### config.mk
export PLATFORM = sky130hd
export DESIGN_NAME = mti_ram
export DESIGN_NICKNAME = d
export VERILOG_FILES = /design/src/rtl/core/multilevel_trilinear_interp_macros.svh /design/src/rtl/core/mti_ram.sv
export SDC_FILE = /design/constraint.sdc
export NUM_CORES = 2
export LEC_CHECK = 0
export BUFFER_PORTS_ARGS = -buffer_cell sky130_fd_sc_hd__buf_4
export CAP_MARGIN = 10
export CELL_PAD_IN_SITES_DETAIL_PLACEMENT = 1
export CELL_PAD_IN_SITES_GLOBAL_PLACEMENT = 2
export CORE_MARGIN = 4
export CORE_UTILIZATION = 49
export CTS_BUF_LIST = sky130_fd_sc_hd__clkbuf_4
export CTS_CLUSTER_SIZE = 20
export DETAILED_ROUTE_END_ITERATION = 8
export PLACE_DENSITY_LB_ADDON = 0.15
export SLEW_MARGIN = 5
export SYNTH_ARGS = -nofsm -noshare
export SYNTH_HDL_FRONTEND = slang
export SYNTH_SLANG_ARGS = --single-unit
### constraint.sdc
create_clock -name clk_i -period 5.35 [get_ports clk_i]
set_clock_uncertainty 0.2 [all_clocks]
set_input_delay 1.07 -clock clk_i [delete_from_list [all_inputs] [get_ports clk_i]]
set_output_delay 1.07 -clock clk_i [all_outputs]
set_load 0.005 [all_outputs]
### src/rtl/core/multilevel_trilinear_interp_macros.svh
// Assertion macros for the multilevel trilinear interpolator.
// Define NO_ASSERTIONS to compile them away; users must provide clk_i and rst_ni.
`ifndef MULTILEVEL_TRILINEAR_INTERP_MACROS_SVH
`define MULTILEVEL_TRILINEAR_INTERP_MACROS_SVH
`ifndef NO_ASSERTIONS
`define MTI_ASSERT_IMPLIES(lbl, ante, cons) \
  lbl: assert property (@(posedge clk_i) disable iff (!rst_ni) (ante) |-> (cons)) \
    else $error("mti assertion failed");
`define MTI_ASSERT_NEXT(lbl, ante, cons) \
  lbl: assert property (@(posedge clk_i) disable iff (!rst_ni) (ante) |=> (cons)) \
    else $error("mti assertion failed");
`else
`define MTI_ASSERT_IMPLIES(lbl, ante, cons)
`define MTI_ASSERT_NEXT(lbl, ante, cons)
`endif
`endif

### src/rtl/core/mti_ram.sv
`timescale 1ns / 1ps
// Single-port-write, single-port-read synchronous RAM, registered read data.
// No dependencies.
module mti_ram #(
  parameter int DEPTH = 72,
  parameter int AW    = 7,
  parameter int DW    = 32
) (
  input  logic          clk_i,
  input  logic          we_i,
  input  logic [AW-1:0] waddr_i,
  input  logic [DW-1:0] wdata_i,
  input  logic          re_i,
  input  logic [AW-1:0] raddr_i,
  output logic [DW-1:0] rdata_o
);

  logic [DW-1:0] mem [DEPTH];
  logic [DW-1:0] rdata_q;

  always_ff @(posedge clk_i) begin
    if (we_i) begin
      mem[waddr_i] <= wdata_i;
    end
    if (re_i) begin
      rdata_q <= mem[raddr_i];
    end
  end

  assign rdata_o = rdata_q;

endmodule

==> metrics.md <==
| Metric | Value |
|---|---|
| Final Cycle Share | `64.2%` |
| Clk Latency, worst-skew pair | `1380 ps` |
| Crit path depth | `1` |
| Final RePlAce weighted congestion | `0.755` |
| Vias per cell | `6.17` |
| R2R depth | `6` |
| Nets | `4587` |
| Initial antenna violation count | `14` |
| Mapped cell area | `89000 µm²` |
| Max Root-Sink Buffers | `4` |
| Fin Setup TNS | `0 ps` |
| Worst-path maximum fanout | `1` |
| Max Freq | `291 MHz` |
| Worst Setup Start Kind | `flip-flop` |
| Critical Path RT | `4080 ps` |
| Hold Vio Cnt, Final | `0` |
| RSZ-0062 raised after global routing | `no` |
| Initial DRC count | `4912` |
| Type of the worst min-delay path | `input port to flip-flop` |
| Setup repair bufs after CTS | `0` |
| Cell leakage power | `0.0326 µW` |
| Worst-path clk slew | `70 ps` |
| I/O Buffers | `80` |
| Overall Global Routing Usage | `26.7%` |
| Synth cell types | `41` |
| Final min period | `3430 ps` |
| Kind of critical path | `flip-flop to primary output` |
| Total power | `37000 µW` |
| H-tree depth | `6` |
| Synth Register Bits | `2336` |
| Top delay family on crit path | `flip-flops` |
| Overflow after GRT | `0` |
| Die Width | `434 µm` |
| Avg WL per Cell | `33.9 µm` |
| Rows | `156` |
| Layout area overhead | `14.2%` |
| Drt first pass iters | `5` |
| Worst Setup SP | `rdata_o[27]` |
| DRT antenna net count | `0` |
| Syn_nets | `3866` |
| Final setup fails | `0` |
| Mapped Cells | `3817` |
| Most frequent cells in the layout | `edfxtp_1 (2336), clkbuf_4 (892), mux4_2 (555)` |
| Tightest Pin Transition | `1200 ps` |
| CTS Root Cell | `clkbuf_4` |
| Share of post-route cells with drive strength above 1 | `39.2%` |
| Die area | `189000 µm²` |
| Relative slew slack | `19.8%` |
| Biggest area consumer among synthesized cells | `edfxtp_1` |
| Detailed Route WL | `248000 µm` |
| Initial Util | `49.3%` |
| Status | `finished, final reports clean` |
| RR Endpoint | `rdata_o[21]` |
| Yosys warns | `0` |
| Primary FF master, synth | `edfxtp_1` |
| Vias in the first global route | `47800` |
| R2r setup slk | `2570 ps` |
| Max VDD drop | `0.000185 V` |
| Fraction of registers with async set/reset | `0%` |
| Io pins | `81` |
| Seq/Total Area, Yosys | `78.8%` |
| Slowest-stage cell, CP | `edfxtp_1` |
| Buf+Inv Stages, Crit Path | `1` |
| Slew Limit Fails | `0` |
| Max cap viols | `0` |
| CP peak stage delay | `570 ps` |
| Clk sinks | `2336` |
| First-pass GRT wire length | `353000 µm` |
| Vias | `45100` |
| CTS buffer count | `617` |
| TritonCTS clock tree | `done` |
| Ranking of synthesized cells by area | `edfxtp_1 (79%), mux4_2 (14%), mux2_2 (1.4%)` |
| Post-synth EDFFs | `2336` |
| DRC violations left | `0` |
| PwrDens | `364 nW/µm²` |
| Commonest non-fill, non-tap cell in the layout | `edfxtp_1` |
| CORE AREA | `181000 µm²` |
| Die Height | `434 µm` |
| Worst path cell trace | `buf_4` |
| Worst setup path end | `rdata_o[27]` |
| Half-perimeter wire length after placement | `136000 µm` |
| Reg2reg start | `mem[23][21]` |
| Post_cts resized | `0` |
| Largest net degree at the start of global routing | `88` |
| Worst EP arrival | `2160 ps` |
| Yosys top cell area share | `78.8%` |
| Syn avg cell area | `23.3 µm²` |
| Crit. End Element | `primary output` |
-- flip-flops by register name, summed over array words and instances (netlist names) --
name	cells
mem	2304
rdata_o	32
-- power breakdown --
group / leakage, µW / internal, µW / switching, µW
Clock: 0.00443 / 7830 / 7110
Combinational: 0.00711 / 690 / 1130
Sequential: 0.0210 / 20200 / 43.5
Total: 0.0326 / 28800 / 8280
-- per-layer routing --
layer / part of all wire (%) / vias to the layer above / global-route usage [%] / wire length (µm)
li1: - / 18200 / - / -
met1: 41 / 24600 / 37.5 / 101000
met2: 50 / 2023 / 43.2 / 124000
met3: 7.1 / 302 / 5.14 / 17700
met4: 2.2 / 6 / 7.70 / 5360
met5: 0.017 / - / 0 / 41
-- cell type report --
type / instances / area [µm²]
diodes: 7 / 17.5
inverters: 1 / 3.75
well taps: 2370 / 2970
clock inverters: 132 / 646
flip-flops and latches: 2336 / 70100
repair buffers: 307 / 2850
multi-input cells: 1275 / 18400
clock buffers: 892 / 6700
fillers: 15500 / 79000
-- worst min path at each step --
stage / from / to / slack, ps / cells past startpoint
after floorplan: mem[70][24] / rdata_o[24] / 630 / 4
after global placement: mem[66][4] / rdata_o[4] / 660 / 4
after detailed placement: mem[67][4] / rdata_o[4] / 680 / 4
after CTS: re_i / rdata_o[13] / 20 / 1
after global routing: re_i / rdata_o[31] / 50 / 1
final: re_i / rdata_o[24] / 180 / 1
-- kinds of logic after synthesis --
family / count (synthesis) / synth area share, %
flip-flops: 2336 / 78.8
multiplexers: 783 / 16.8
AO/OA/AOI/OAI: 257 / 2.03
AND/OR/NAND/NOR: 235 / 1.22
buffers and inverters: 206 / 1.22
-- synth_stat cells (all sizes together) (3+ instances only) --
master   instances
o22ai           57
nand2b          10
clkbuf          77
or2              3
a32oi            3
nand3           32
o2111ai          3
nor2            84
edfxtp        2336
a211oi          35
mux4           555
a2111oi          5
a22oi           92
buf            128
o31ai            7
a21oi           19
a221oi          11
nor3            18
mux2i          119
nor4             7
o21ai           16
and2             5
nand2           46
mux2           109
nor2b           23
-- through the flow --
step / instance area [µm²] / std cells / hold slack, ps / setup WS [ps] / utilization (%)
finish: 102000 / 7320 / 181 / 1920 / 56.3
global route: 102000 / 7317 / 51.4 / 1730 / 56.3
CTS: 102000 / 7312 / 20.5 / 1730 / 56.2
detailed placement: 94000 / 6255 / 676 / 691 / 52.0
global placement: 94000 / 6255 / 663 / 684 / 52.0
floorplan: 89000 / 3817 / 627 / 911 / -
-- repair_timing --
action	in CTS	in global routing
endpoints found under the hold margin	1255	0
hold buffers	33	0
endpoints found under the setup margin	0	0
(Power assumes the default switching activity.)
