`src/rtl/core/multilevel_trilinear_interp_macros.svh`:
```
// Assertion macros for the multilevel trilinear interpolator.
// Define NO_ASSERTIONS to compile them away; users must provide clk_i and rst_ni.
`ifndef MULTILEVEL_TRILINEAR_INTERP_MACROS_SVH
`define MULTILEVEL_TRILINEAR_INTERP_MACROS_SVH
`ifndef NO_ASSERTIONS
`define MTI_ASSERT_IMPLIES(lbl, ante, cons) \
  lbl: assert property (@(posedge clk_i) disable iff (!rst_ni) (ante) |-> (cons)) \
    else $error("mti assertion failed");
`define MTI_ASSERT_NEXT(lbl, ante, cons) \
  lbl: assert property (@(posedge clk_i) disable iff (!rst_ni) (ante) |=> (cons)) \
    else $error("mti assertion failed");
`else
`define MTI_ASSERT_IMPLIES(lbl, ante, cons)
`define MTI_ASSERT_NEXT(lbl, ante, cons)
`endif
`endif

```
`src/rtl/core/mti_pkg.sv`:
```
`timescale 1ns / 1ps
// Shared constants and types of the multilevel trilinear interpolator.
// No dependencies.
package mti_pkg;

  typedef logic signed [31:0] word_t;

  localparam logic [1:0] REQ_GEOM   = 2'd0;
  localparam logic [1:0] REQ_SAMPLE = 2'd1;
  localparam logic [1:0] REQ_QUERY  = 2'd2;

  localparam logic [1:0] CFG_REFLECT = 2'd0;
  localparam logic [1:0] CFG_LEVELS  = 2'd1;

  localparam int GEOM_WORDS = 9;
  localparam int DIVIDEND_W = 33;
  localparam int DIVISOR_W  = 32;
  localparam int IDX_W      = 31;

endpackage

```
`src/rtl/core/mti_divider.sv`:
```
`timescale 1ns / 1ps
// Restoring radix-2 divider: integer quotient followed by FRAC_BITS fraction bits.
// Depends on mti_pkg.
module mti_divider #(
  parameter int FRAC_BITS = 16
) (
  input  logic                                     clk_i,
  input  logic                                     rst_ni,
  input  logic                                     start_i,
  input  logic [mti_pkg::DIVIDEND_W-1:0]           dividend_i,
  input  logic [mti_pkg::DIVISOR_W-1:0]            divisor_i,
  output logic                                     done_o,
  output logic [mti_pkg::DIVIDEND_W+FRAC_BITS-1:0] quot_o
);

  localparam int QW = mti_pkg::DIVIDEND_W + FRAC_BITS;
  localparam int RW = mti_pkg::DIVISOR_W;
  localparam int CW = $clog2(QW + 1);

  logic [QW-1:0] a_q;
  logic [RW-1:0] r_q;
  logic [RW-1:0] d_q;
  logic [CW-1:0] cnt_q;
  logic          busy_q;
  logic          done_q;
  logic [RW:0]   trial;
  logic [RW:0]   diff;
  logic          ge;

  assign trial = {r_q, a_q[QW-1]};
  assign diff  = trial - {1'b0, d_q};
  assign ge    = trial >= {1'b0, d_q};

  always_ff @(posedge clk_i or negedge rst_ni) begin
    if (!rst_ni) begin
      busy_q <= 1'b0;
      done_q <= 1'b0;
      cnt_q  <= '0;
    end else begin
      done_q <= busy_q && (cnt_q == CW'(1));
      if (start_i) begin
        busy_q <= 1'b1;
        cnt_q  <= CW'(QW);
      end else if (busy_q) begin
        cnt_q <= cnt_q - CW'(1);
        if (cnt_q == CW'(1)) begin
          busy_q <= 1'b0;
        end
      end
    end
  end

  always_ff @(posedge clk_i) begin
    if (start_i) begin
      a_q <= {dividend_i, {FRAC_BITS{1'b0}}};
      r_q <= '0;
      d_q <= divisor_i;
    end else if (busy_q) begin
      a_q <= {a_q[QW-2:0], ge};
      r_q <= ge ? diff[RW-1:0] : trial[RW-1:0];
    end
  end

  assign done_o = done_q;
  assign quot_o = a_q;

endmodule

```
`config.mk`:
```
export PLATFORM = sky130hd
export DESIGN_NAME = mti_divider
export DESIGN_NICKNAME = d
export VERILOG_FILES = /design/src/rtl/core/multilevel_trilinear_interp_macros.svh /design/src/rtl/core/mti_pkg.sv /design/src/rtl/core/mti_divider.sv
export SDC_FILE = /design/constraint.sdc
export NUM_CORES = 1
export LEC_CHECK = 0
export BUFFER_PORTS_ARGS = -buffer_cell sky130_fd_sc_hd__buf_2
export CORE_UTILIZATION = 50
export DETAILED_ROUTE_END_ITERATION = 6
export PLACE_DENSITY = 0.77
export SLEW_MARGIN = 5
export SYNTH_ARGS = -nofsm -noshare
export SYNTH_HDL_FRONTEND = slang
export SYNTH_SLANG_ARGS = --single-unit
```
`constraint.sdc`:
```
create_clock -name clk_i -period 3.31 [get_ports clk_i]
set_input_delay 0.662 -clock clk_i [delete_from_list [all_inputs] [get_ports clk_i]]
set_output_delay 0.662 -clock clk_i [all_outputs]
set_load 0.02 [all_outputs]
```
==> results.toml <==
[clock_network]
cts_setup_buffers = 0
postCtsHoldBufs = 0
cts_tree = "done"
path_clk_slew_ps = 60
clock-root-buffer = "clkbuf_16"
cts_made_buffers = 17
h-tree-depth = 4
clock_latency_ps = 420
cts_resized = 0
clk_path_buf_depth = 2
cts_sinks = 121

[synthesis]
seq_area_frac_synth_pct = 47.3
synth-seq-cells = 121
synth_cell_types = 60
synth_area_leaders = "edfxtp_1, dfxtp_1, ha_1, mux2i_1, a22o_1"
synth_fp_nets = 740
synthCells = 637
synthTopCellsByCount = "edfxtp_1, nor2_1, dfxtp_1"
synth-async-reset-ratio_pct = 6.61
synth_edf_count = 65
synth_most_common_cell = "edfxtp_1"
ys.flop_type = "edfxtp_1"
yosys_warnings = 0
synthesis.area_sq_um = 6580
synth_top_area_cell = "edfxtp_1"
avgSynthCellArea_sq_um = 10.3
synth_top_area_share_pct = 29.7

[critical_path]
slowest_stage = "a31oi_4"
critPathMaxFanout = 16
rr_startpoint = "d_q[26]"
crit_type = "reg2reg"
crit_top_cell = "a21o_1"
arrival_ps = 3290
endpoint_kind = "flop"
crit_path_start_kind = "flop"
r2r_end = "r_q[18]"
cpPeakStageDelay_ps = 450
critPathLaunch = "d_q[26]"
ff2ff_path_depth = 10
worstPathRequired_ps = 3610
cp_cell_sequence = "inv_1, ha_1, a21o_1, a21o_1, a21o_1, a221o_1, a211o_1, a31oi_4, nor3_1, a2111oi_0"
reg2reg_slack_ps = 320

[placement]
dp_cells = 898
place_ws_ps = 380
dpl.hpwl_um = 10900
post_dp_cell_area_sq_um = 7280
gp_congestion = 0.940
port_buffers = 117

[global_routing]
grt_pass1_vias = 5166
gr-total-overflow = 0
grt_first_pass_wirelength_um = 25000
antenna_found_initial = 0
grt_usage_pct = 24.1
grt_max_degree = 67

[flow_run]
maxCapViolations = 0

[sta]
setup-violations-final = 0
layout_min_cycle_time_ps = 2990
setup_slack_ps = 320
max-slew-margin-rel_pct = 48.4
timing_hold_violations_final = 0
period_share_pct = 90.3
worstMarginPinSlew_ps = 774
finClkSkew_ps = 7.53
tns_ps = 0
fmax_mhz = 334
rsz0062_at_grt = "no"
timing.hold.ws_ps = 75.1
drv_slew = 0

[drt]
num_vias = 5377
routedWlPerCell_um = 17.1
routed_via_density = 5.78
dr.pass1.iters = 5
wl_um = 15900
ant_nets = 0
drcViolationCount = 0
drt_iter0_drc = 396

[final_layout]
layout-drive-gt1-share_pct = 21.9
area_growth_pct = 19.8
nNetsFinal = 848
postLayoutCoreUtil_pct = 61.9
n_fill_cell = 1102
antenna_cells = 0
fin_cells = 930
final_area_sq_um = 7880

[floorplanning]
start_util_pct = 51.7
core_sq_um = 12700
row_count = 41
io-pin-count = 118
die_area_sq_um = 13600
die_w_um = 117
fp.dieH_um = 117

[power]
power.total_mw = 6.20
p_leak_nw = 3.68
powerDensity_nw_per_um2 = 788
peakVddDrop_uv = 545

[run_status]
status = "finished clean"

[hold_path]
hold_class = "in2async"
## worst max path at each step
stage / slack, ps / end / cells after the start
2_1_floorplan: 600 / r_q[27] / 12
3_3_place_gp: 440 / r_q[20] / 11
3_5_place_dp: 380 / r_q[4] / 11
4_1_cts: 350 / r_q[4] / 11
5_1_grt: 60 / r_q[30] / 11
6_report: 320 / r_q[18] / 10
## registers in the layout, summed over array words and instances, names as in the netlist
signal  flops
quot_o     49
d_q        32
r_q        32
cnt_q       6
busy_q      1
done_o      1
## report_power, final
group	internal, mW	leakage [nW]	switching, mW
Sequential	1.84	1.16	0.192
Clock	1.15	0.302	0.675
Combinational	0.995	2.22	1.35
## area by class of cell
type / count / area [sq um] / area share, %
Inverter: 41 / 154 / 1.95
Tap cell: 172 / 215 / 2.73
Multi-Input combinational cell: 438 / 3140 / 39.8
Sequential cell: 121 / 3110 / 39.5
Clock inverter: 8 / 51.3 / 0.651
Timing Repair Buffer: 126 / 656 / 8.33
Clock buffer: 24 / 547 / 6.94
## layout by cell type, fill, tap and decap left out, drive strengths merged, types with 3 or more instances in the layout
master	Yosys	final
a21oi	31	31
nand3	7	7
clkinv	0	5
o21ai	20	20
xor2	15	15
mux2i	36	36
a31oi	9	9
clkbuf	26	24
buf	11	126
o211ai	4	4
nor3	6	6
xnor2	16	16
a211oi	31	31
o21a	5	5
nand2	34	34
o31ai	5	5
nand3b	4	4
ha	34	34
nor2	62	62
dfxtp	48	48
dfrtp	8	8
nand4	9	9
and3	9	9
edfxtp	65	65
nor2b	5	5
a31o	4	4
nor4	5	5
and2	4	4
a21o	15	15
inv	41	44
a221o	4	4
nand2b	7	7
a32oi	3	3
a22o	32	32
## logic make-up after synthesis
| family | count (synthesis) | synth area share [%] |
|---|---|---|
| compound gates | 177 | 19.8 |
| simple gates | 158 | 11.3 |
| flops | 121 | 47.3 |
| buf+inv | 78 | 4.97 |
| mux | 37 | 5.65 |
| fa+ha+maj | 35 | 6.77 |
| xor+xnor | 31 | 4.13 |
## metal layers
metal / track usage [%] / vias to the layer above / routed length, um
met4: 11.1 / 0 / 365
met3: 6.07 / 30 / 749
met2: 38.8 / 169 / 7630
li1: - / 2566 / -
met5: 0 / - / 0
met1: 30.5 / 2612 / 7130
## worst max-delay path, delay by kind of cell (launching register included)
kind | cells | cell delay, ps
flops | 1 | 320
fa+ha+maj | 1 | 360
buf+inv | 1 | 40
compound gates | 7 | 2040
simple gates | 1 | 100
Power figures use the tool's default switching activity.
